`src/design/rbfk_pkg.sv`:
```
// rbfk_pkg: shared types, command codes and fixed-point constants for the
// squared-exponential kernel block. No dependencies.
`timescale 1ns / 1ps
package rbfk_pkg;

   localparam int DIFF_W      = 33;
   localparam int SQ_W        = 48;
   localparam int QUEUE_DEPTH = 2;
   localparam int CSR_ADDR_W  = 2;

   localparam logic [1:0] CMD_VALUE = 2'd0;
   localparam logic [1:0] CMD_DX    = 2'd1;
   localparam logic [1:0] CMD_DXP   = 2'd2;
   localparam logic [1:0] CMD_DXX   = 2'd3;

   localparam logic [31:0] INV_RESET = 32'd16777216;
   localparam logic [30:0] ONE_Q30   = 31'd1073741824;
   localparam logic [32:0] LOG2E_Q30 = 33'd1549082005;
   localparam logic [32:0] LN2_Q30   = 33'd744261118;
   localparam logic [32:0] RECIP3    = 33'h0AAAAAAAB;

   typedef enum logic [1:0] {FR_IDLE, FR_SQ, FR_LO, FR_HI} fr_state_type;

   typedef enum logic [3:0] {
      BK_IDLE, BK_Z, BK_G, BK_H1, BK_DIV, BK_H2, BK_H3, BK_MANT,
      BK_PRE, BK_LO, BK_HI, BK_DONE
   } bk_state_type;

   typedef struct packed {
      logic [1:0]               cmd;
      logic [SQ_W-1:0]          sq;
      logic signed [DIFF_W-1:0] d1;
      logic signed [DIFF_W-1:0] d2;
      logic                     delta;
   } job_type;

   // 2^(-j/8) in Q30
   function automatic logic [30:0] pow2_q30(input logic [2:0] j);
      logic [30:0] r;
      case (j)
         3'd0: r = 31'd1073741824;
         3'd1: r = 31'd984625594;
         3'd2: r = 31'd902905651;
         3'd3: r = 31'd827968132;
         3'd4: r = 31'd759250125;
         3'd5: r = 31'd696235436;
         3'd6: r = 31'd638450708;
         3'd7: r = 31'd585461881;
         default: r = 31'd0;
      endcase
      return r;
   endfunction

   function automatic logic [31:0] diff_mag(input logic signed [DIFF_W-1:0] d);
      logic [DIFF_W-1:0] n;
      n = -d;
      return d[DIFF_W-1] ? n[31:0] : d[31:0];
   endfunction

endpackage

```
`src/design/rbfk_queue.sv`:
```
// rbfk_queue: short job queue between the accumulating front and the exp
// back end. Depends on rbfk_pkg.
`timescale 1ns / 1ps
module rbfk_queue (
   input  logic              clock,
   input  logic              reset,
   input  logic              push,
   input  rbfk_pkg::job_type push_job,
   output logic              full,
   input  logic              pop,
   output logic              pop_valid,
   output rbfk_pkg::job_type pop_job
);
   import rbfk_pkg::*;

   localparam int PTR_W = $clog2(QUEUE_DEPTH);

   job_type mem [QUEUE_DEPTH];
   logic [PTR_W-1:0] wr_ff, rd_ff;
   logic [PTR_W:0] count_ff;

   assign full = (count_ff == (PTR_W+1)'(QUEUE_DEPTH));
   assign pop_valid = (count_ff != '0);
   assign pop_job = mem[rd_ff];

   always_ff @(posedge clock) begin
      if (push && !full) mem[wr_ff] <= push_job;
   end

   always_ff @(posedge clock) begin
      if (reset) begin
         wr_ff    <= '0;
         rd_ff    <= '0;
         count_ff <= '0;
      end else begin
         if (push && !full) wr_ff <= wr_ff + 1'b1;
         if (pop && pop_valid) rd_ff <= rd_ff + 1'b1;
         count_ff <= count_ff + (PTR_W+1)'(push && !full) - (PTR_W+1)'(pop && pop_valid);
      end
   end

endmodule

```
`config.mk`:
```
export PLATFORM = sky130hd
export DESIGN_NAME = rbfk_queue
export DESIGN_NICKNAME = d
export VERILOG_FILES = /design/src/design/rbfk_pkg.sv /design/src/design/rbfk_queue.sv
export SDC_FILE = /design/constraint.sdc
export NUM_CORES = 1
export LEC_CHECK = 0
export ABC_AREA = 1
export BUFFER_PORTS_ARGS = -buffer_cell sky130_fd_sc_hd__clkbuf_2
export CAP_MARGIN = 40
export CORE_ASPECT_RATIO = 0.75
export CORE_UTILIZATION = 35
export DETAILED_ROUTE_END_ITERATION = 10
export PLACE_DENSITY = 0.68
export REMOVE_ABC_BUFFERS = 1
export SLEW_MARGIN = 20
export SYNTH_ARGS = -nofsm -noshare
export SYNTH_HDL_FRONTEND = slang
export SYNTH_SLANG_ARGS = --single-unit
export TNS_END_PERCENT = 10
```
`constraint.sdc`:
```
create_clock -name clock -period 15.5 [get_ports clock]
set_clock_uncertainty 0.1 [all_clocks]
set_input_delay 1.55 -clock clock [delete_from_list [all_inputs] [get_ports clock]]
set_output_delay 1.55 -clock clock [all_outputs]
set_load 0.01 [all_outputs]
```
# Word level (Yosys, flattened, before mapping)
# Memory sizes are Yosys's and may differ from the RTL's. A register that Yosys moved wholly into a read port is not among the register bits.
# Index checks and enable logic that the tools add are counted.
[op_classes] muxes=4 n_eq_ne=1 reduce_logical=4 addsub=4
[ops] op="$mux W1" count=4
[ops] op="$add A1 B1 Y1 const B" count=2
[ops] op="$add A2 B1 Y2" count=1
[ops] op="$eq A2 B2 Y1 const B" count=1
[ops] op="$logic_and A1 B1 Y1" count=2
[ops] op="$reduce_bool A2 Y1" count=1
[ops] op="$sub A2 B1 Y2" count=1
[ops] op="$logic_not A1 Y1" count=1
[word_totals] reg_bits=4 output_inout_bits=119 mem_bits_rw=234 n_memories=1 word_cells=17 input_bits=121
[memory_table] memory="mem" depth=2 word_bits=117 rd=1 rd_ports_with_merged_regs=1 wr=1 line_no="rbfk_queue.sv:18" source="job_type mem [QUEUE_DEPTH];"

# Depth between registers and ports, before layout
[depth] word_depth=5 ltp_mapped=11

# Least setup slack after synthesis
# No wires, ideal clock.
[synth_timing] kind="input to register" start="input port push" end="memory mem[0][0] (netlist bit), enable pin" t_arrival_ns=6.482 setup_ns=0.594 stages=2 setup_slack_ns=8.324 n_path_buf=0 cell_sequence="nand2_1 -> nor2_1"
[synth_via] elab_chain_len=3
[synth_lines] element="from (decl)" line_no="rbfk_queue.sv:7" source="input logic push,"
[synth_lines] element="$logic_and A1 B1 Y1" line_no="rbfk_queue.sv:27" source="if (push && !full) mem[wr_ff] <= push_job;"
[synth_lines] element="$mux W1" line_no="rbfk_queue.sv:27"
[synth_lines] element="$mux W1 (not written as such)" line_no="rbfk_queue.sv:27"
[synth_lines] element="to (decl)" line_no="rbfk_queue.sv:18"
# Every way passes these cells.

==> out/qor.txt <==
Io pins = 240
Clock Tree Root = clkbuf_16
Flops & latches, synth = 239
H-Tree Depth = 1
Max Cap Viol = 0
Post-Route WL = 16.2 mm
Area of the multi-input gates = 1550 um^2
Drt wl/cell = 16.0 um
CTS tree = yes
CTS Buf Count = 25
Ys async rst share = 0%
Crit-path cells = buf_4 > buf_16 > mux2_2 > clkbuf_2
ANT nets after route = 0
Yosys warns = 0
Fillers = 2120
Core Rows = 49
RR Endpoint = mem[1][66]
Register cell area after layout = 7130 um^2
Pin count of the biggest net entering global routing = 63
Max clock buf depth = 3
Number of global-route vias before repair = 4651
Overall power = 1890 uW
Final HPWL DP = 10.5 mm
Hold depth = 2
Power Density = 167 nW/um^2
DP Worst Slack = 11.63 ns
Top FF cell, synth = edfxtp_1
Design area = 11300 um^2
Hold WC Path Type = flip-flop to flip-flop
Hold path startpoint = rd_ff
Crit-path max FO = 42
Number of synthesized flops with an enable pin = 234
CP Launch Type = flip-flop
Overall Global Routing Usage = 12.1%
WP data required = 13.85 ns
Reg-to-reg critical path startpoint = count_ff[0]
Die Y = 139 um
Final Hold Viols = 0
Min Tclk post-route = 3.77 ns
Final net count = 787
Slack of the worst reg-to-reg path = 12.99 ns
Die width = 185 um
Initial Util = 36.2%
Area growth, synth to finish = 28.6%
DR pass1 iterations = 4
Top-count cell post-synth = edfxtp_1
Post-cts sizing count = 0
Syn Area/Cell = 21.8 um^2
Synth top cells by count = 234 x edfxtp_1, 87 x mux2_2, 30 x mux2_4, 10 x inv_1, 9 x nor2_1
Crit. End Element = primary output
Fraction of layout cells with a size suffix above 1 = 59.4%
Max Clk Rate = 265 MHz
Vias after detailed routing = 4451
Clock slew at reported path FFs = 0.06 ns
Clk Latency, worst-skew pair = 0.51 ns
Worst Max-Slew Pin Slew = 0.770 ns
Remaining DRCs = 0
Global-route wire length before repair = 24.2 mm
Post-DP Area = 10400 um^2
Synth top area cells = edfxtp_1 80%, mux2_2 11%, mux2_4 5.1%, dfxtp_1 1.1%, buf_6 0.64%
Via density = 4.39
IO buf count = 239
Initial DRC count = 210
Post-cts hold buffer count = 0
Die ar. = 25800 um^2
RSZ-0062 raised after global routing = false
Mapped cell area = 8800 um^2
Top cell type's share of synthesized area = 79.8%
Final Worst Setup Slack = 11.73 ns
Slew headroom = 48.6%
Crit path DAT = 2.12 ns
P_leak = 0.00433 uW
Post-synthesis sequential area ratio = 80.9%
Status = finished clean
Unique masters post-synth = 12
Final antenna diode count = 0
Finish-stage setup viols = 0
Kind of critical path = flip-flop to primary output
Worst VDD drop = 0.0971 mV
Critical Path Max Stage Delay = 0.41 ns
Clock sink count = 239
Max-slew violation count = 0
Crit share post-route = 24.3%
Grt ovf = 0
Fin Setup TNS = 0 ns
Core area = 24300 um^2
Reg2reg path depth = 6
Slowest-stage cell, CP = dfxtp_4
Gpl congestion = 0.704
Post-CTS setup-driven buffer insertion count = 0
Post-synth top area cell = edfxtp_1
Initial antenna violation count = 1
Post-synthesis cell count = 403
worst max path at each step:
stage,from,end,slack (ns),cells past startpoint
2_1_floorplan,push,mem[0][0],8.32,2
3_3_place_gp,flip-flop,pop_job[64],11.48,3
3_5_place_dp,flip-flop,pop_job[13],11.63,4
4_1_cts,flip-flop,pop_job[112],11.06,4
5_1_grt,flip-flop,pop_job[13],11.61,4
6_report,flip-flop,pop_job[112],11.73,4
through the flow:
step | hold WS (ns) | cells | util (%)
finish | 0.402 | 1013 | 46.5
global route | 0.473 | 1013 | 46.5
CTS | 0.407 | 1011 | 46.3
detailed placement | 0.391 | 966 | 42.8
global placement | 0.390 | 964 | 42.6
floorplan | 0.367 | 390 | -
flip-flops by register name, indices dropped and copies added (netlist names), named ones only:
name      count
mem         234
count_ff      2
wr_ff         1
rd_ff         1
layout by cell type (no fill, tap or decap), drive strengths merged:
master	instances
clkbuf	268
edfxtp	234
mux2	117
inv	11
nor2	9
nand2	8
buf	8
clkinv	6
bufinv	5
dfxtp	5
clkinvlp	4
nand3	3
a21oi	2
ha	2
final cells by class:
class                           count  area share (%)
Clock inverter                     16            1.90
Timing Repair Buffer              247            11.7
Tap cell                          331            3.66
Sequential cell                   239            63.0
Clock buffer                       29            5.66
Multi-Input combinational cell    141            13.7
Inverter                           10           0.354
cells by family after synthesis:
group           after synthesis  share of synthesized area, %
flops                       239                          80.9
mux                         117                          16.2
buf+inv                      23                          1.52
simple gates                 20                         0.895
compound gates                2                         0.114
fa+ha+maj                     2                         0.284
power by group:
part / switching [uW] / internal (uW) / leakage (uW)
logic: 230 / 202 / 0.00170
clock network: 236 / 379 / 0.000405
registers: 22.1 / 820 / 0.00223
total: 488 / 1400 / 0.00433
critical path: cells and delay by family (launching register included):
kind / cells / cell delay, ns
buf+inv: 3 / 0.76
mux: 1 / 0.38
flops: 1 / 0.41
layer usage:
layer	track usage, %	vias up	wire, um
met5	0	-	13
met4	3.00	2	320
met3	6.10	25	1910
met2	19.1	164	7150
met1	14.6	2158	6770
li1	-	2102	-
Power figures use the tool's default switching activity.
