==> config.mk <==
export PLATFORM = sky130hd
export DESIGN_NAME = rbfk_front
export DESIGN_NICKNAME = d
export VERILOG_FILES = /design/src/design/rbfk_pkg.sv /design/src/design/rbfk_front.sv
export SDC_FILE = /design/constraint.sdc
export NUM_CORES = 2
export LEC_CHECK = 0
export ABC_AREA = 1
export ABC_CLOCK_PERIOD_IN_PS = 14200
export BUFFER_PORTS_ARGS = -buffer_cell sky130_fd_sc_hd__buf_2
export CAP_MARGIN = 20
export CORE_ASPECT_RATIO = 0.75
export CORE_UTILIZATION = 25
export CTS_CLUSTER_DIAMETER = 200
export DETAILED_ROUTE_END_ITERATION = 16
export PLACE_DENSITY = 0.38
export SLEW_MARGIN = 25
export SYNTH_ARGS = -nofsm -noshare
export SYNTH_HDL_FRONTEND = slang
export SYNTH_SLANG_ARGS = --single-unit
==> constraint.sdc <==
create_clock -name clock -period 14.2 [get_ports clock]
set_input_delay 2.13 -clock clock [delete_from_list [all_inputs] [get_ports clock]]
set_output_delay 2.13 -clock clock [all_outputs]
set_load 0.005 [all_outputs]
==> src/design/rbfk_pkg.sv <==
// rbfk_pkg: shared types, command codes and fixed-point constants for the
// squared-exponential kernel block. No dependencies.
`timescale 1ns / 1ps
package rbfk_pkg;

   localparam int DIFF_W      = 33;
   localparam int SQ_W        = 48;
   localparam int QUEUE_DEPTH = 2;
   localparam int CSR_ADDR_W  = 2;

   localparam logic [1:0] CMD_VALUE = 2'd0;
   localparam logic [1:0] CMD_DX    = 2'd1;
   localparam logic [1:0] CMD_DXP   = 2'd2;
   localparam logic [1:0] CMD_DXX   = 2'd3;

   localparam logic [31:0] INV_RESET = 32'd16777216;
   localparam logic [30:0] ONE_Q30   = 31'd1073741824;
   localparam logic [32:0] LOG2E_Q30 = 33'd1549082005;
   localparam logic [32:0] LN2_Q30   = 33'd744261118;
   localparam logic [32:0] RECIP3    = 33'h0AAAAAAAB;

   typedef enum logic [1:0] {FR_IDLE, FR_SQ, FR_LO, FR_HI} fr_state_type;

   typedef enum logic [3:0] {
      BK_IDLE, BK_Z, BK_G, BK_H1, BK_DIV, BK_H2, BK_H3, BK_MANT,
      BK_PRE, BK_LO, BK_HI, BK_DONE
   } bk_state_type;

   typedef struct packed {
      logic [1:0]               cmd;
      logic [SQ_W-1:0]          sq;
      logic signed [DIFF_W-1:0] d1;
      logic signed [DIFF_W-1:0] d2;
      logic                     delta;
   } job_type;

   // 2^(-j/8) in Q30
   function automatic logic [30:0] pow2_q30(input logic [2:0] j);
      logic [30:0] r;
      case (j)
         3'd0: r = 31'd1073741824;
         3'd1: r = 31'd984625594;
         3'd2: r = 31'd902905651;
         3'd3: r = 31'd827968132;
         3'd4: r = 31'd759250125;
         3'd5: r = 31'd696235436;
         3'd6: r = 31'd638450708;
         3'd7: r = 31'd585461881;
         default: r = 31'd0;
      endcase
      return r;
   endfunction

   function automatic logic [31:0] diff_mag(input logic signed [DIFF_W-1:0] d);
      logic [DIFF_W-1:0] n;
      n = -d;
      return d[DIFF_W-1] ? n[31:0] : d[31:0];
   endfunction

endpackage

==> src/design/rbfk_front.sv <==
// rbfk_front: accepts element pairs, accumulates the scaled squared distance
// and captures the selected differences. Depends on rbfk_pkg.
`timescale 1ns / 1ps
module rbfk_front #(
   parameter int MAX_DIM   = 16,
   parameter int DATA_BITS = 32
) (
   input  logic                   clock,
   input  logic                   reset,
   input  logic                   req_valid,
   output logic                   req_stall,
   input  logic [1:0]             req_cmd,
   input  logic [DATA_BITS-1:0]   req_x_elem,
   input  logic [DATA_BITS-1:0]   req_xp_elem,
   input  logic [3:0]             req_first_dim,
   input  logic [3:0]             req_second_dim,
   input  logic                   req_last_elem,
   input  logic [31:0]            inv_len_sq,
   output logic                   job_push,
   output rbfk_pkg::job_type      job,
   input  logic                   job_full
);
   import rbfk_pkg::*;

   localparam int CNT_W = $clog2(MAX_DIM + 1);
   localparam logic signed [63:0] DMAX = 64'sh00000000FFFFFFFF;
   localparam logic signed [63:0] DMIN = -DMAX;

   fr_state_type state_ff, state_in;
   logic [CNT_W-1:0] cnt_ff;
   logic [SQ_W-1:0] sq_ff;
   logic signed [DIFF_W-1:0] d1_ff, d2_ff;
   logic [31:0] mag_ff;
   logic [63:0] prod_ff;
   logic [31:0] lo_ff;
   logic last_ff, delta_ff;
   logic [1:0] cmd_ff;

   logic accept;
   logic signed [DATA_BITS:0] dfull;
   logic signed [63:0] d64;
   logic signed [DIFF_W-1:0] dclamp;
   logic [31:0] mul_a, mul_b;
   logic [63:0] mul_p, r;
   logic [56:0] sum;
   logic [SQ_W-1:0] sq_new;
   logic done_hi;

   assign accept = req_valid && (state_ff == FR_IDLE);
   assign req_stall = (state_ff != FR_IDLE);
   assign dfull = {req_x_elem[DATA_BITS-1], req_x_elem}
                - {req_xp_elem[DATA_BITS-1], req_xp_elem};
   assign d64 = 64'(dfull);

   always_comb begin
      if (d64 > DMAX) begin
         dclamp = DMAX[DIFF_W-1:0];
      end else if (d64 < DMIN) begin
         dclamp = DMIN[DIFF_W-1:0];
      end else begin
         dclamp = d64[DIFF_W-1:0];
      end
   end

   always_comb begin
      case (state_ff)
         FR_SQ: begin
            mul_a = mag_ff;
            mul_b = mag_ff;
         end
         FR_LO: begin
            mul_a = prod_ff[31:0];
            mul_b = inv_len_sq;
         end
         FR_HI: begin
            mul_a = prod_ff[63:32];
            mul_b = inv_len_sq;
         end
         default: begin
            mul_a = 32'd0;
            mul_b = 32'd0;
         end
      endcase
   end

   assign mul_p = 64'(mul_a) * 64'(mul_b);
   assign r = mul_p + 64'(lo_ff);
   assign sum = 57'(sq_ff) + 57'(r[63:8]);
   assign sq_new = (sum > 57'({SQ_W{1'b1}})) ? {SQ_W{1'b1}} : sum[SQ_W-1:0];
   assign done_hi = (state_ff == FR_HI) && !(last_ff && job_full);
   assign job_push = done_hi && last_ff;
   assign job = '{cmd: cmd_ff, sq: sq_new, d1: d1_ff, d2: d2_ff, delta: delta_ff};

   always_comb begin
      state_in = state_ff;
      case (state_ff)
         FR_IDLE: begin
            if (accept) state_in = FR_SQ;
         end
         FR_SQ: state_in = FR_LO;
         FR_LO: state_in = FR_HI;
         FR_HI: begin
            if (done_hi) state_in = FR_IDLE;
         end
         default: state_in = FR_IDLE;
      endcase
   end

   always_ff @(posedge clock) begin
      if (reset) begin
         state_ff <= FR_IDLE;
      end else begin
         state_ff <= state_in;
      end
   end

   always_ff @(posedge clock) begin
      if (reset) begin
         cnt_ff <= '0;
         sq_ff  <= '0;
         d1_ff  <= '0;
         d2_ff  <= '0;
      end else if (accept) begin
         if (cnt_ff < CNT_W'(MAX_DIM)) begin
            if (8'(cnt_ff) == 8'(req_first_dim)) d1_ff <= dclamp;
            if (8'(cnt_ff) == 8'(req_second_dim)) d2_ff <= dclamp;
            cnt_ff <= cnt_ff + 1'b1;
         end
      end else if (done_hi) begin
         if (last_ff) begin
            cnt_ff <= '0;
            sq_ff  <= '0;
            d1_ff  <= '0;
            d2_ff  <= '0;
         end else begin
            sq_ff <= sq_new;
         end
      end
   end

   always_ff @(posedge clock) begin
      if (accept) begin
         mag_ff   <= diff_mag(dclamp);
         last_ff  <= req_last_elem;
         cmd_ff   <= req_cmd;
         delta_ff <= (req_first_dim == req_second_dim);
      end
      if (state_ff == FR_SQ) prod_ff <= mul_p;
      if (state_ff == FR_SQ) lo_ff <= 32'd0;
      if (state_ff == FR_LO) lo_ff <= mul_p[63:32];
   end

endmodule

# Word-level counts from Yosys, hierarchy flattened
# Cells that the tools add are included.
# word_totals
ff_bits	253
inputBits	111
# classes
n_addsub	5
n_mul	1
n_lt_le_gt_ge	4
eq_ne	11
mux	24
n_bitwise	1
n_reduce_logical	16
# op_table
cell	count
$mux 33	10
$mux 32	3
$mux 48	2
$pmux 32 s3	1
$add 64x32->64	1
$mul 32x32->64	1
$pmux 32 s2	1
$add 48x56->57	1
$gt 57x48->1 const B	1
$gt 33x33->1 const B	1
$lt 33x33->1 const B	1
$sub 32x32->33	1
$neg 32->32	1
$mux 5	4
$eq 5x4->1	2
$pmux 2 s4	1
$reduce_and 4->1	2
$reduce_bool 2->1	4
$ne 2x1->1 const B	3
$add 5x1->5 const B	1
$lt 5x5->1 const B	1
$eq 2x2->1 const B	2
$eq 4x4->1	1
$logic_and 1x1->1	4
9 further kinds	12

# Logic depth before layout (Yosys ltp)
# logic_depth
word_depth	9
ltp_mapped	73
mapped_depth_nobuf	68

# Worst setup path before layout
# Ideal clock, no wire load.
# synth_path
path_kind	register to output
startpoint	register state_ff[1]
endpoint	output job[100] (netlist name)
t_arrival_ps	12642
slack_ps	-572
stages_incl_launch_ff	62
n_path_buf	5
path_cell_list	dfxtp_1 -> clkbuf_1 -> inv_1 -> ha_1 -> clkbuf_1 -> nand2_1 -> nand2_1 -> nand2_1 -> inv_1 -> clkbuf_1 -> nand2_1 -> fa_1 -> fa_1 -> fa_1 -> fa_1 -> fa_1 -> inv_1 -> fa_1 -> (+26 left out) -> ha_1 -> nand2_1 -> nor2_1 -> inv_1 -> nor4_1 -> nand2_1 -> o211ai_1 -> nand4_1 -> nand3_1 -> nand3_1 -> nand2_1 -> nand2_1 -> nand2_1 -> nand2_1 -> nor2_2 -> buf_6 -> buf_6 -> nand3_2
# synth_lines
item	line_no	text
from (decl)	rbfk_front.sv:29	fr_state_type state_ff, state_in;
from (signal assigned)	rbfk_front.sv:113	state_ff <= state_in;
to (decl)	rbfk_front.sv:20	output rbfk_pkg::job_type job,

# Worst setup path in the final report
# layout_path
startpoint	input inv_len_sq[5]
endpoint	register sq_ff[0]
# layout_between
elab_chain_cells	7
# layout_rtl
item	line_no	text
from (decl)	rbfk_front.sv:18	input logic [31:0] inv_len_sq,
$pmux 32 s2	rbfk_front.sv:66	case (state_ff)
$mul 32x32->64	rbfk_front.sv:86	assign mul_p = 64'(mul_a) * 64'(mul_b);
via mul_p[31]	rbfk_front.sv:44	logic [63:0] mul_p, r;
$add 64x32->64	rbfk_front.sv:87	assign r = mul_p + 64'(lo_ff);
$add 48x56->57	rbfk_front.sv:88	assign sum = 57'(sq_ff) + 57'(r[63:8]);
$gt 57x48->1	rbfk_front.sv:89	assign sq_new = (sum > 57'({SQ_W{1'b1}})) ? {SQ_W{1'b1}} : sum[SQ_W-1:0];
$mux 48	rbfk_front.sv:89	
$mux 48	rbfk_front.sv:130	if (last_ff) begin
to (signal assigned)	rbfk_front.sv:136	sq_ff <= sq_new;
to (decl)	rbfk_front.sv:31	logic [SQ_W-1:0] sq_ff;
# The timed path passes the listed nets, and every way through them passes these cells.
# A chain may end at the register's enable or synchronous reset.

==> reports/qor.yml <==
yosys:
  synth.avg_cell_area_um2: 7.469
  synthTopCellsByArea: "fa_1 (34%), nand2_1 (13%), inv_1 (11%)"
  synth_area_leader_cell: "fa_1"
  syn_area_um2: 52740
  yosysUniqueCellTypes: 49
  synth_seq_area_share_pct: 12.11
  async_reset_ff_share_pct: 0
  synthCells: 7062
  synth_edf_count: 132
  synth.net_count: 8460
  yosysWarnings: 0
  synth_top_area_share_pct: 34.08
  synthFlopType: "edfxtp_1"
  yosys_register_bits: 253
layout:
  final_cell_mix: "nand2_1 (1568), inv_1 (1396), buf_4 (1136)"
  nFillCells: 22230
  seq_area_um2: 6387
  final_nets: 9796
  utilization_pct: 35.09
  multi_input_area_um2: 44100
  stdcell_count: 11220
  layout-drive-gt1-share_pct: 29.72
  final_common_cell: "nand2_1"
  area_growth_pct: 39.04
cts:
  cts_root_buf: "clkbuf_16"
  cts.path.max_buffers: 3
  cts_num_sinks: 253
  clk_latency_ps: 620
  clkTransAtPathRegs_ps: 70
  cts_tree: "yes"
  numCtsBuffers: 27
  htree_levels: 1
detailed_routing:
  ant_nets: 0
  via_per_inst: 4.520
  wl_um: 243200
  num_vias: 50700
  drtPass1Iterations: 14
  drtIter0Drc: 4011
  post_drt_wl_per_cell_um: 21.68
  drc: 18
die:
  die_area_um2: 212800
  die_y_um: 399.8
  die_x_um: 532.4
  core-area_um2: 209000
  initial_core_util_pct: 25.24
  rows: 145
  ioPinCount: 230
sta:
  hold_slack_ps: 474.3
  finalClockSkew_ps: 23.90
  finalWorstSetupSlack_ps: -607.6
  fin_crit_sh_pct: 104.3
  worst_pin_slew_ps: 806.6
  slew_violations: 0
  min_period_ps: 14810
  relSlewSlack_pct: 46.23
  setup_viol: 49
  hold_violations: 0
  rsz0062_at_grt: "true"
  timing.fmax_mhz: 67.53
worst_setup_path:
  worst_path_max_delay_cell: "fa_2"
  startpoint_type: "input pin"
  end_kind: "flip-flop"
  crit_required_ps: 14680
  cpLargestDelayFamily: "adder cells"
  crit_buf_inv: 37
  crit_type: "in -> reg"
  cpPeakStageDelay_ps: 590
  crit_fanout: 8
  path_common_cell: "buf_4"
  critPathArrivalTime_ps: 15290
outcome:
  status: "complete, but fails checks"
  violations: "design-rule violations, negative setup slack"
placement:
  port_buffers: 229
  place.gp.congestion: 0.9106
  dpl.cell_count: 10970
  dp_hpwl_um: 209200
global_routing:
  grt_usage_pct: 22.69
  antenna_found_initial: 9
  grt_max_degree: 71
  grt_pass1_wl_um: 354400
  overflow: 0
  grt_pass1_vias: 50820
hold_path:
  holdCritPathClass: "reg -> reg"
run:
  max_cap_viol_count: 0
-- per-stage QoR --
step / instance area (um^2) / setup TNS, ps / setup slack, ps
2_1_floorplan: 52750 / 0 / 18.59
3_5_place_dp: 65570 / -78980 / -1679
3_3_place_gp: 65570 / -82360 / -1739
4_1_cts: 70560 / -27650 / -611.6
5_1_grt: 73330 / -43990 / -968.4
6_report: 73330 / -26670 / -607.6
-- tightest hold or removal path: cells and delay by family, from the launching register on --
| family | cells | cell delay, ps |
|---|---|---|
| flip-flops | 1 | 310 |
| AND/OR/NAND/NOR | 1 | 60 |
| AO/OA/AOI/OAI | 1 | 60 |
-- layer usage --
metal  GRT usage (%)  vias to the layer above  part of all wire [%]
met3           3.194                      115                   6.2
met4           2.494                        2                   1.4
met1           36.84                    25460                    53
met5               0                        -                0.0074
met2           31.80                     1306                    40
li1                -                    23820                     -
-- Yosys cell counts (5+ instances only) --
library cell / instances
nand4_1: 37
a21oi_1: 320
nand3_2: 28
clkbuf_1: 199
a21o_1: 11
buf_6: 6
o31ai_1: 5
clkinv_1: 9
buf_1: 18
nand3_1: 194
inv_1: 1478
nor2_4: 7
a31oi_1: 34
nor3_1: 26
and2_1: 7
xnor2_1: 58
nand2_2: 24
dfxtp_1: 121
nor4_1: 11
xor2_1: 130
edfxtp_1: 132
nor2_2: 36
nand3b_1: 9
buf_2: 8
o21ai_0: 175
o21a_1: 10
nor2_1: 826
nand2_1: 1796
a21boi_0: 6
ha_1: 389
fa_1: 898
inv_2: 22
-- what timing repair did --
action	4_1_cts	5_1_grt
buffers inserted	136	65
gates resized for setup	640	590
pin swaps	270	246
hold buffers	0	0
setup endpoints to repair	48	49
endpoints found under the hold margin	0	0
gates cloned	15	3
-- flip-flops by register name (all words and copies together), names as in the netlist --
name,cells
cmd_ff,2
cnt_ff,5
d1_ff,33
d2_ff,33
delta_ff,1
last_ff,1
lo_ff,32
mag_ff,32
prod_ff,64
sq_ff,48
state_ff,2
-- cells by family (layout without fill, tap and decap cells) --
group	after synthesis	count (layout)	share of synthesized area, %
DFF	253	253	12.11
other	0	3	0
AOI/OAI and AO/OA	581	581	5.876
xor gates and xnor gates	188	188	3.122
buffers and inverters	1741	3098	12.50
adders and majority gates	1287	1287	43.31
and+or+nand+nor	3012	3012	23.08
-- path summary, 6_finish.rpt --
path / from / to / slack (ps) / cells after the start
max: inv_len_sq[5] / sq_ff[0] / -610 / 79
min: sq_ff[2] / sq_ff[2] / 470 / 2
max reg2reg: state_ff[1] / sq_ff[0] / -420 / 86
min reg2reg: sq_ff[2] / sq_ff[2] / 470 / 2
-- final cells by class --
class / count / share of cell area [%]
clock buffer: 34 / 1.056
multi-input combinational: 5068 / 60.14
sequential: 253 / 8.710
tap: 2793 / 4.765
antenna: 3 / 0.01024
clock inverter: 16 / 0.2133
timing repair buffer: 1539 / 17.32
inverter: 1509 / 7.785
Power is not shown: default switching activity piles up to over one toggle a cycle in this logic, so the estimate is an artifact.
