[config.mk]
export PLATFORM = sky130hd
export DESIGN_NAME = rbfk_back
export DESIGN_NICKNAME = d
export VERILOG_FILES = /design/src/design/rbfk_pkg.sv /design/src/design/rbfk_back.sv
export SDC_FILE = /design/constraint.sdc
export NUM_CORES = 2
export LEC_CHECK = 0
export ABC_AREA = 1
export ABC_CLOCK_PERIOD_IN_PS = 38000
export BUFFER_PORTS_ARGS = -buffer_cell sky130_fd_sc_hd__buf_2
export CORE_UTILIZATION = 65
export CTS_CLUSTER_SIZE = 24
export DETAILED_ROUTE_END_ITERATION = 6
export GPL_TIMING_DRIVEN = 0
export HOLD_SLACK_MARGIN = 0.06
export PLACE_DENSITY = 0.83
export SETUP_SLACK_MARGIN = 0.2
export SLEW_MARGIN = 25
export SYNTH_ARGS = -nofsm -noshare
export SYNTH_HDL_FRONTEND = slang
export SYNTH_SLANG_ARGS = --single-unit
[constraint.sdc]
create_clock -name clock -period 38 [get_ports clock]
set_input_delay 3.8 -clock clock [delete_from_list [all_inputs] [get_ports clock]]
set_output_delay 3.8 -clock clock [all_outputs]
set_load 0.05 [all_outputs]
[src/design/rbfk_pkg.sv]
// rbfk_pkg: shared types, command codes and fixed-point constants for the
// squared-exponential kernel block. No dependencies.
`timescale 1ns / 1ps
package rbfk_pkg;

   localparam int DIFF_W      = 33;
   localparam int SQ_W        = 48;
   localparam int QUEUE_DEPTH = 2;
   localparam int CSR_ADDR_W  = 2;

   localparam logic [1:0] CMD_VALUE = 2'd0;
   localparam logic [1:0] CMD_DX    = 2'd1;
   localparam logic [1:0] CMD_DXP   = 2'd2;
   localparam logic [1:0] CMD_DXX   = 2'd3;

   localparam logic [31:0] INV_RESET = 32'd16777216;
   localparam logic [30:0] ONE_Q30   = 31'd1073741824;
   localparam logic [32:0] LOG2E_Q30 = 33'd1549082005;
   localparam logic [32:0] LN2_Q30   = 33'd744261118;
   localparam logic [32:0] RECIP3    = 33'h0AAAAAAAB;

   typedef enum logic [1:0] {FR_IDLE, FR_SQ, FR_LO, FR_HI} fr_state_type;

   typedef enum logic [3:0] {
      BK_IDLE, BK_Z, BK_G, BK_H1, BK_DIV, BK_H2, BK_H3, BK_MANT,
      BK_PRE, BK_LO, BK_HI, BK_DONE
   } bk_state_type;

   typedef struct packed {
      logic [1:0]               cmd;
      logic [SQ_W-1:0]          sq;
      logic signed [DIFF_W-1:0] d1;
      logic signed [DIFF_W-1:0] d2;
      logic                     delta;
   } job_type;

   // 2^(-j/8) in Q30
   function automatic logic [30:0] pow2_q30(input logic [2:0] j);
      logic [30:0] r;
      case (j)
         3'd0: r = 31'd1073741824;
         3'd1: r = 31'd984625594;
         3'd2: r = 31'd902905651;
         3'd3: r = 31'd827968132;
         3'd4: r = 31'd759250125;
         3'd5: r = 31'd696235436;
         3'd6: r = 31'd638450708;
         3'd7: r = 31'd585461881;
         default: r = 31'd0;
      endcase
      return r;
   endfunction

   function automatic logic [31:0] diff_mag(input logic signed [DIFF_W-1:0] d);
      logic [DIFF_W-1:0] n;
      n = -d;
      return d[DIFF_W-1] ? n[31:0] : d[31:0];
   endfunction

endpackage

[src/design/rbfk_back.sv]
// rbfk_back: evaluates exp(-sum/2) and the selected kernel or derivative
// on one shared multiplier, then saturates into the result register.
// Depends on rbfk_pkg.
`timescale 1ns / 1ps
module rbfk_back (
   input  logic              clock,
   input  logic              reset,
   input  logic [31:0]       inv_len_sq,
   input  logic              job_valid,
   input  rbfk_pkg::job_type job,
   output logic              job_pop,
   output logic              rsp_valid,
   input  logic              rsp_stall,
   output logic [31:0]       rsp_kernel_value,
   output logic              rsp_saturated
);
   import rbfk_pkg::*;

   bk_state_type state_ff, state_in;
   logic [1:0] cmd_ff, pass_ff;
   logic [SQ_W-1:0] sq_ff;
   logic signed [DIFF_W-1:0] d1_ff, d2_ff;
   logic delta_ff, neg3_ff;
   logic [5:0] n_ff;
   logic [2:0] j_ff;
   logic [20:0] rem_ff;
   logic [26:0] g_ff;
   logic [30:0] a_ff, e_ff;
   logic [63:0] opa_ff, v_ff;
   logic [32:0] lo_ff;
   logic valid_ff, sat_ff;
   logic [31:0] word_ff;

   logic [31:0] ma;
   logic [32:0] mb, bsel;
   logic [64:0] prod;
   logic [63:0] r, delta64, m;
   logic [30:0] mant, e_new;
   logic big, neg, sat, tneg, neg3, out_free;
   logic [63:0] vs;
   logic [31:0] word;

   assign big = |sq_ff[SQ_W-1:22];
   assign out_free = !valid_ff || !rsp_stall;
   assign job_pop = (state_ff == BK_IDLE) && job_valid;

   always_comb begin
      if (cmd_ff == CMD_DXX) begin
         bsel = (pass_ff == 2'd2) ? {e_ff, 2'b00} : {1'b0, inv_len_sq};
      end else begin
         bsel = {2'b00, e_ff};
      end
   end

   always_comb begin
      case (state_ff)
         BK_Z: begin
            ma = 32'(sq_ff[21:0]);
            mb = LOG2E_Q30;
         end
         BK_G: begin
            ma = 32'(rem_ff);
            mb = LN2_Q30;
         end
         BK_H1: begin
            ma = 32'(g_ff);
            mb = 33'(ONE_Q30 - 31'(g_ff >> 2));
         end
         BK_DIV: begin
            ma = 32'(a_ff);
            mb = RECIP3;
         end
         BK_H2, BK_H3: begin
            ma = 32'(g_ff);
            mb = 33'(a_ff);
         end
         BK_MANT: begin
            ma = 32'(pow2_q30(j_ff));
            mb = 33'(a_ff);
         end
         BK_PRE: begin
            ma = diff_mag(d1_ff);
            mb = (cmd_ff == CMD_DXX) ? 33'(diff_mag(d2_ff)) : 33'(inv_len_sq);
         end
         BK_LO: begin
            ma = opa_ff[31:0];
            mb = bsel;
         end
         BK_HI: begin
            ma = opa_ff[63:32];
            mb = bsel;
         end
         default: begin
            ma = 32'd0;
            mb = 33'd0;
         end
      endcase
   end

   assign prod = 65'(ma) * 65'(mb);
   assign r = prod[63:0] + 64'(lo_ff);
   assign mant = prod[60:30];
   assign e_new = (big || n_ff == 6'd63) ? 31'd0 : (mant >> n_ff);
   assign delta64 = delta_ff ? 64'd16777216 : 64'd0;
   assign tneg = d1_ff[DIFF_W-1] ^ d2_ff[DIFF_W-1];

   always_comb begin
      neg3 = 1'b0;
      if (tneg) begin
         m = (r > ~delta64) ? '1 : r + delta64;
      end else if (r > delta64) begin
         m = r - delta64;
         neg3 = 1'b1;
      end else begin
         m = delta64 - r;
      end
   end

   always_comb begin
      case (cmd_ff)
         CMD_VALUE: neg = 1'b0;
         CMD_DX:    neg = d1_ff[DIFF_W-1];
         CMD_DXP:   neg = !d1_ff[DIFF_W-1];
         default:   neg = neg3_ff;
      endcase
      sat = 1'b0;
      vs = v_ff;
      if (neg) begin
         if (v_ff > 64'h80000000) begin
            vs = 64'h80000000;
            sat = 1'b1;
         end
         word = 32'd0 - vs[31:0];
      end else begin
         if (v_ff > 64'h7FFFFFFF) begin
            vs = 64'h7FFFFFFF;
            sat = 1'b1;
         end
         word = vs[31:0];
      end
   end

   always_comb begin
      state_in = state_ff;
      case (state_ff)
         BK_IDLE: begin
            if (job_valid) state_in = BK_Z;
         end
         BK_Z:    state_in = BK_G;
         BK_G:    state_in = BK_H1;
         BK_H1:   state_in = BK_DIV;
         BK_DIV:  state_in = BK_H2;
         BK_H2:   state_in = BK_H3;
         BK_H3:   state_in = BK_MANT;
         BK_MANT: state_in = (cmd_ff == CMD_VALUE) ? BK_DONE : BK_PRE;
         BK_PRE:  state_in = BK_LO;
         BK_LO:   state_in = BK_HI;
         BK_HI: begin
            if (cmd_ff == CMD_DXX && pass_ff != 2'd2) begin
               state_in = BK_LO;
            end else begin
               state_in = BK_DONE;
            end
         end
         BK_DONE: begin
            if (out_free) state_in = BK_IDLE;
         end
         default: state_in = BK_IDLE;
      endcase
   end

   always_ff @(posedge clock) begin
      if (reset) begin
         state_ff <= BK_IDLE;
         valid_ff <= 1'b0;
      end else begin
         state_ff <= state_in;
         if (state_ff == BK_DONE && out_free) begin
            valid_ff <= 1'b1;
         end else if (!rsp_stall) begin
            valid_ff <= 1'b0;
         end
      end
   end

   always_ff @(posedge clock) begin
      case (state_ff)
         BK_IDLE: begin
            cmd_ff   <= job.cmd;
            sq_ff    <= job.sq;
            d1_ff    <= job.d1;
            d2_ff    <= job.d2;
            delta_ff <= job.delta;
         end
         BK_Z: begin
            n_ff   <= prod[52:47];
            j_ff   <= prod[46:44];
            rem_ff <= prod[43:23];
         end
         BK_G:    g_ff <= prod[50:24];
         BK_H1:   a_ff <= prod[60:30];
         BK_DIV:  a_ff <= ONE_Q30 - 31'(prod[64:33]);
         BK_H2:   a_ff <= ONE_Q30 - 31'(prod[64:31]);
         BK_H3:   a_ff <= ONE_Q30 - 31'(prod[64:30]);
         BK_MANT: begin
            e_ff <= e_new;
            v_ff <= 64'(e_new >> 14);
         end
         BK_PRE: begin
            opa_ff  <= prod[63:0];
            pass_ff <= 2'd0;
         end
         BK_LO: lo_ff <= prod[64:32];
         BK_HI: begin
            lo_ff <= 33'd0;
            if (cmd_ff != CMD_DXX) begin
               v_ff <= 64'(r[63:22]);
            end else if (pass_ff == 2'd0) begin
               opa_ff  <= m;
               neg3_ff <= neg3;
               pass_ff <= 2'd1;
            end else if (pass_ff == 2'd1) begin
               opa_ff  <= r;
               pass_ff <= 2'd2;
            end else begin
               v_ff <= r;
            end
         end
         BK_DONE: begin
            if (out_free) begin
               word_ff <= word;
               sat_ff  <= sat;
            end
         end
         default: lo_ff <= 33'd0;
      endcase
   end

   assign rsp_valid = valid_ff;
   assign rsp_kernel_value = word_ff;
   assign rsp_saturated = sat_ff;

endmodule

Word level (Yosys, flattened, before mapping) --
Memory sizes are Yosys's and may differ from the RTL's. A register that Yosys moved wholly into a read port is not among the register bits. Index checks and enable logic that the tools add are counted.
Word-level totals: bits in writable memories 0, logic and storage cells 135, flip-flop bits (word level) 438, memories kept 1, input port bits 153, latch bits 0, output and inout bits 35, memory bits (read-only) 248
Memory list:
- (no name shown) | depth 8, width 31, read ports 1, clocked after Yosys merged registers in 1, write ports 0, RTL line rbfk_pkg.sv:40 | case (j)
Operators by class: equality and inequality tests 26, div/mod/pow operators 0, $add $sub $neg 11, order comparisons 4, reduce and logical (&&, ||, !) cells 24, multipliers 1, bitwise operators 3, shifts and indexed selects 1, multiplexer cells 43
Operators by type and width (number):
- $mux 64 | 9
- $pmux 32 s8 | 1
- $pmux 64 s2 | 2
- $pmux 33 s7 | 1
- $mux 32 | 7
- $pmux 31 s4 | 1
- $sub 31x31->31 const A | 3
- $mux 33 | 2
- $pmux 33 s2 | 1
- $mul 32x33->65 | 1
- $add 64x25->64 | 1
- $add 64x33->64 | 1
- $gt 64x25->1 | 1
- $gt 64x31->1 const B | 1
- $gt 64x32->1 const B | 1
- $gt 64x64->1 | 1
- $neg 32->32 | 2
- $not 25->64 | 1
- $sub 25x64->64 | 1
- $sub 64x25->64 | 1
- $pmux 4 s12 | 1
- $sub 1x32->32 const A | 1
- $sub 31x25->32 const A | 1
- $mux 31 | 1
- other kinds (33) | 70

Logic depth before layout (Yosys ltp) --
depth in word-level cells 12, gate-level depth with buffers 80, mapped depth without buffers 79

Worst setup path after synthesis --
OpenSTA, ideal clock, no wires.
path kind input-to-reg, start point in inv_len_sq[13], end point reg opa_ff[32] (data pin), stages on the path 54, data required time 37744 ps, arrival time 13467 ps, library setup time 256 ps, buffers on the path 2, setup slack 24277 ps, cell sequence nand2_1 -> a31oi_1 -> a211oi_1 -> nand3_1 -> inv_1 -> clkbuf_1 -> nor2_1 -> fa_1 -> fa_1 -> fa_1 -> inv_1 -> fa_1 -> inv_1 -> fa_1 -> inv_1 -> fa_1 -> inv_1 -> fa_1 -> [18 not listed] -> ha_1 -> ha_1 -> inv_1 -> nor2_1 -> nand2_1 -> nand2_1 -> nand2_1 -> nor2_1 -> nand2_1 -> nor2_8 -> nand2_8 -> buf_6 -> nand2_2 -> nand3_1 -> nand3_1 -> nand2_1 -> nand2_1 -> nand3_2
On the way: word-level cells in the longest chain between the ends 11, elaborated cells on any way between the ends 18, classes of those cells 4 x add/sub; 1 x mul; 2 x order compare; 11 x mux
Ends and longest elaborated chain:
- start, declared | RTL line rbfk_back.sv:8 | input logic [31:0] inv_len_sq,
- $mux 33 | RTL line rbfk_back.sv:49 | bsel = (pass_ff == 2'd2) ? {e_ff, 2'b00} : {1'b0, inv_len_sq};
- $mux 33 | RTL line rbfk_back.sv:48 | if (cmd_ff == CMD_DXX) begin
- $pmux 33 s7 * | RTL line rbfk_back.sv:56 | case (state_ff)
- $mul 32x33->65 * | RTL line rbfk_back.sv:100 | assign prod = 65'(ma) * 65'(mb);
- net prod[23] | RTL line rbfk_back.sv:36 | logic [64:0] prod;
- $add 64x33->64 * | RTL line rbfk_back.sv:101 | assign r = prod[63:0] + 64'(lo_ff);
- $sub 25x64->64 (tied with other cells) | RTL line rbfk_back.sv:115 | m = delta64 - r;
- $mux 64 (on tied branches) | RTL line rbfk_back.sv:111, rbfk_back.sv:110
- $mux 64 | RTL line rbfk_back.sv:109 | if (tneg) begin
- $mux 64 * | RTL line rbfk_back.sv:218 | end else if (pass_ff == 2'd0) begin
- $mux 64 * | RTL line rbfk_back.sv:216 | if (cmd_ff != CMD_DXX) begin
- $pmux 64 s2 * | RTL line rbfk_back.sv:187 | case (state_ff)
- end signal, assigned | RTL line rbfk_back.sv:210 | opa_ff <= prod[63:0];
- end signal, assigned | RTL line rbfk_back.sv:219 | opa_ff <= m;
- end signal, assigned | RTL line rbfk_back.sv:223 | opa_ff <= r;
- end, declared | RTL line rbfk_back.sv:29 | logic [63:0] opa_ff, v_ff;
The timed path passes the listed nets; every way through them passes the cells marked *. The select of a mux whose other input is x is not followed. A chain may end at the register's enable or synchronous reset.

Worst setup path after layout --
start point in inv_len_sq[13], end point reg opa_ff[29] (data pin)
The elaborated chain is that of the path after synthesis.

==> impl_summary.log <==
INFO  metric unrepaired_setup_endpoints_after_global_routing = no
INFO  metric clkSlewWorstSetupHoldPaths = about 0.06 ns
INFO  metric synth.ff_latch_count = 467
INFO  metric timing_limited_maximum_frequency = 50.38 MHz
INFO  metric clock_tree.htree_level_count = 2
INFO  metric met1_resource_use_gr = 65.65%
INFO  metric final-setup-viol-count = 0
INFO  metric drt_pass1_iterations = 7
INFO  metric multiInputGateArea = 47390 µm²
INFO  metric worst_setup_path_type = in2reg
INFO  metric clockBufferDepth = 3
INFO  metric top_level_pins = between 150 and 200
INFO  metric grt_start_max_net_pins = 40
INFO  metric hold_slack = between 0.6 and 0.7 ns
INFO  metric detailed_place_hpwl = about 260000 µm
INFO  metric clock_latency = 0.76 ns
INFO  metric detail-route-antenna-nets = 0
INFO  metric global_route_overflow = 0
INFO  metric fp.coreArea = roughly 110000 µm²
INFO  metric syn_std_cell_area = 70120 µm²
INFO  metric finalCritPeriodShare = 52.24%
INFO  metric worst-path-max-fanout = 10
INFO  metric finalWirelength = 320300 µm
INFO  metric global_route.usage.met3 = a little under 30%
INFO  metric violations_in_the_final_reports = design-rule violations
INFO  metric die_outline_area = 109200 µm²
INFO  metric syn-mean-instance-area = 7.426 µm²
INFO  metric number_of_fillers_in_the_final_layout = 8783
INFO  metric critical_path_arrival = a little over 20 ns
INFO  metric final_common_cell = nand2_1
INFO  metric synth_cell_type_count = 70
INFO  metric dominantRegCellSynth = edfxtp_1
INFO  metric clockRootBuffer = clkbuf_16
INFO  metric sort_of_element_at_the_end_of_the_critical_path = flop
INFO  metric die_ht = 330.5 µm
INFO  metric drtIter0Drc = 12138
INFO  metric grt_first_pass_wirelength = 457000 µm
INFO  metric port-buffer-count = 187
INFO  metric fin_tns_setup = 0 ns
INFO  metric areaGrowthSynthToFinish = 7.389%
INFO  metric routabilityCongestion = 1.196
INFO  metric final_period_minus_worst_setup_slack = 19.85 ns
INFO  metric worst-endpoint-required = 38.34 ns
INFO  metric post_drt_via_cell_ratio = 6.406
INFO  metric wl_per_cell = approximately 29 µm
INFO  metric number_of_global_route_vias_before_repair = between 60000 and 70000
INFO  metric post-cts-setup-buffer-count = 0
INFO  metric syn-num-nets = 10841
INFO  metric grt_most_used_layer = met2
INFO  metric grt.total_usage = 58.88%
INFO  metric design.final.nets = 11118
INFO  metric synth-warning-count = 0
INFO  metric floorplan.initialDensity = 65.50%
INFO  metric largest_clock_skew_in_the_final_design = 0.1244 ns
INFO  metric antenna_found_initial = 30
INFO  metric drive_gt1_share = 7.138%
INFO  metric tightest_slew = about 1.4 ns
INFO  metric synthArstFlopShare = 0%
INFO  metric critical_path_start_type = input port
INFO  metric maxCapViolCount = 0
INFO  metric synth-seq-area-share = between 10% and 20%
INFO  metric run_status = complete, but fails checks
INFO  metric cts_tree = built
INFO  metric mostFrequentLayoutCells = 2427 x nand2_1, 2014 x inv_1, 966 x nor2_1
INFO  metric crit_slowest_cell = nand3_1
INFO  metric route.vias.total = 71646
INFO  metric die_width = 330.5 µm
INFO  metric timing.final.hold_violations = 0
INFO  metric synth-edff-count = 433
INFO  metric ctsResizeCount = 0
INFO  metric ff_latch_area = 13680 µm²
INFO  metric max-slew-margin-rel = 6.909%
INFO  metric timing.hold.worst.class = reg2reg
INFO  metric grtUsageMet2 = 80.81%
INFO  metric cts_made_buffers = between 50 and 60
INFO  metric timing.critical_path.slowest_cell_delay = a little over 0.9 ns
INFO  metric numClockSinks = 467
INFO  metric holdBufCountCts = 0
INFO  metric netlist_instances = 9443
INFO  metric placementRows = 120
INFO  metric report.final.slew_viol_count = 0
INFO  metric final_cell_utilization_of_the_core = 70.34%
INFO  metric drcViolationCount = 182
-- synthesized netlist by cell type, types with 18 or more instances --
master / number / share of area, %
buf_1: 24 / 0.13
o21bai_1: 19 / 0.20
edfxtp_1: 433 / 19
o21ai_0: 362 / 2.6
fa_1: 927 / 26
nand3_1: 334 / 2.4
buf_2: 22 / 0.16
a21oi_1: 183 / 1.3
nor2_2: 53 / 0.47
o221ai_1: 31 / 0.39
xor2_1: 109 / 1.4
o211ai_1: 55 / 0.59
clkbuf_1: 283 / 1.5
nor2_4: 21 / 0.34
xnor2_1: 20 / 0.25
clkinv_1: 37 / 0.20
nand2_1: 2428 / 13
inv_2: 51 / 0.27
dfxtp_1: 34 / 0.97
nand3_2: 18 / 0.26
or2_2: 18 / 0.16
nor4_1: 35 / 0.31
nor3_1: 95 / 0.68
o21ai_1: 44 / 0.31
nor2_1: 970 / 5.2
o22ai_1: 83 / 0.74
nand4_1: 65 / 0.58
ha_1: 318 / 5.7
a31oi_1: 22 / 0.20
nand2_2: 99 / 0.88
a22o_1: 42 / 0.52
inv_1: 2015 / 11
a221oi_1: 19 / 0.24
-- cells by family (layout without fill, tap and decap cells) --
logic type	Yosys count	count (layout)	synth area share (%)
compound gates	946	946	8.092
xor+xnor	133	133	1.704
fa+ha+maj	1245	1245	32.14
buf+inv	2446	2767	13.24
flops	467	467	19.51
mux	7	7	0.09993
other cells	0	17	0
simple gates	4199	4199	25.21
-- metal layers --
metal / up-vias / share of wire [%] / wire [µm]
met2: 6894 / 39 / 125000
met4: 39 / 13 / 41020
li1: 29470 / - / -
met3: 2387 / 17 / 55830
met5: - / 0.22 / 709
met1: 32856 / 31 / 97720
-- state kept, by name, indices dropped and copies added (netlist names), 2 cells and up, named ones only --
name	flops
lo_ff	33
a_ff	31
j_ff	3
rem_ff	21
e_ff	31
opa_ff	64
rsp_kernel_value	32
cmd_ff	2
v_ff	64
d1_ff	33
state_ff	4
n_ff	6
g_ff	27
sq_ff	48
d2_ff	33
pass_ff	2
-- worst max-delay path, delay by kind of cell --
family / cells / cell delay, ns
compound gates: 7 / 1.66
xor+xnor: 2 / 1.47
fa+ha+maj: 11 / 5.81
buf+inv: 12 / 3.06
simple gates: 21 / 4.35
-- through the flow --
step | worst slack, ns | instance area [µm²] | instances
2_1_floorplan | 24.28 | 70120 | 9443
3_3_place_gp | 18.13 | 72810 | 11033
3_5_place_dp | 18.90 | 73410 | 11064
4_1_cts | 19.56 | 75160 | 11163
5_1_grt | 18.58 | 75260 | 11168
6_report | 18.15 | 75300 | 11184
-- final timing paths --
check	startpoint	endpoint	slack (ns)	cells past startpoint
setup / recovery	inv_len_sq[13]	opa_ff[29]	18.15	53
hold / removal	v_ff[7]	rsp_kernel_value[7]	0.69	2
setup reg to reg	state_ff[3]	opa_ff[29]	19.10	59
hold reg to reg	v_ff[7]	rsp_kernel_value[7]	0.69	2
-- cell type report --
| type | instances | area share (%) |
|---|---|---|
| Multi-Input combinational cell | 6530 | 62.93 |
| Sequential cell | 467 | 18.17 |
| Inverter | 2106 | 10.51 |
| Tap cell | 1403 | 2.331 |
| Buffer | 340 | 1.848 |
| Timing Repair Buffer | 222 | 1.836 |
| Clock buffer | 59 | 1.791 |
| Clock inverter | 40 | 0.5334 |
| Antenna cell | 17 | 0.05649 |
Power is not shown: default switching activity piles up to over one toggle a cycle in this logic, so the estimate is an artifact.
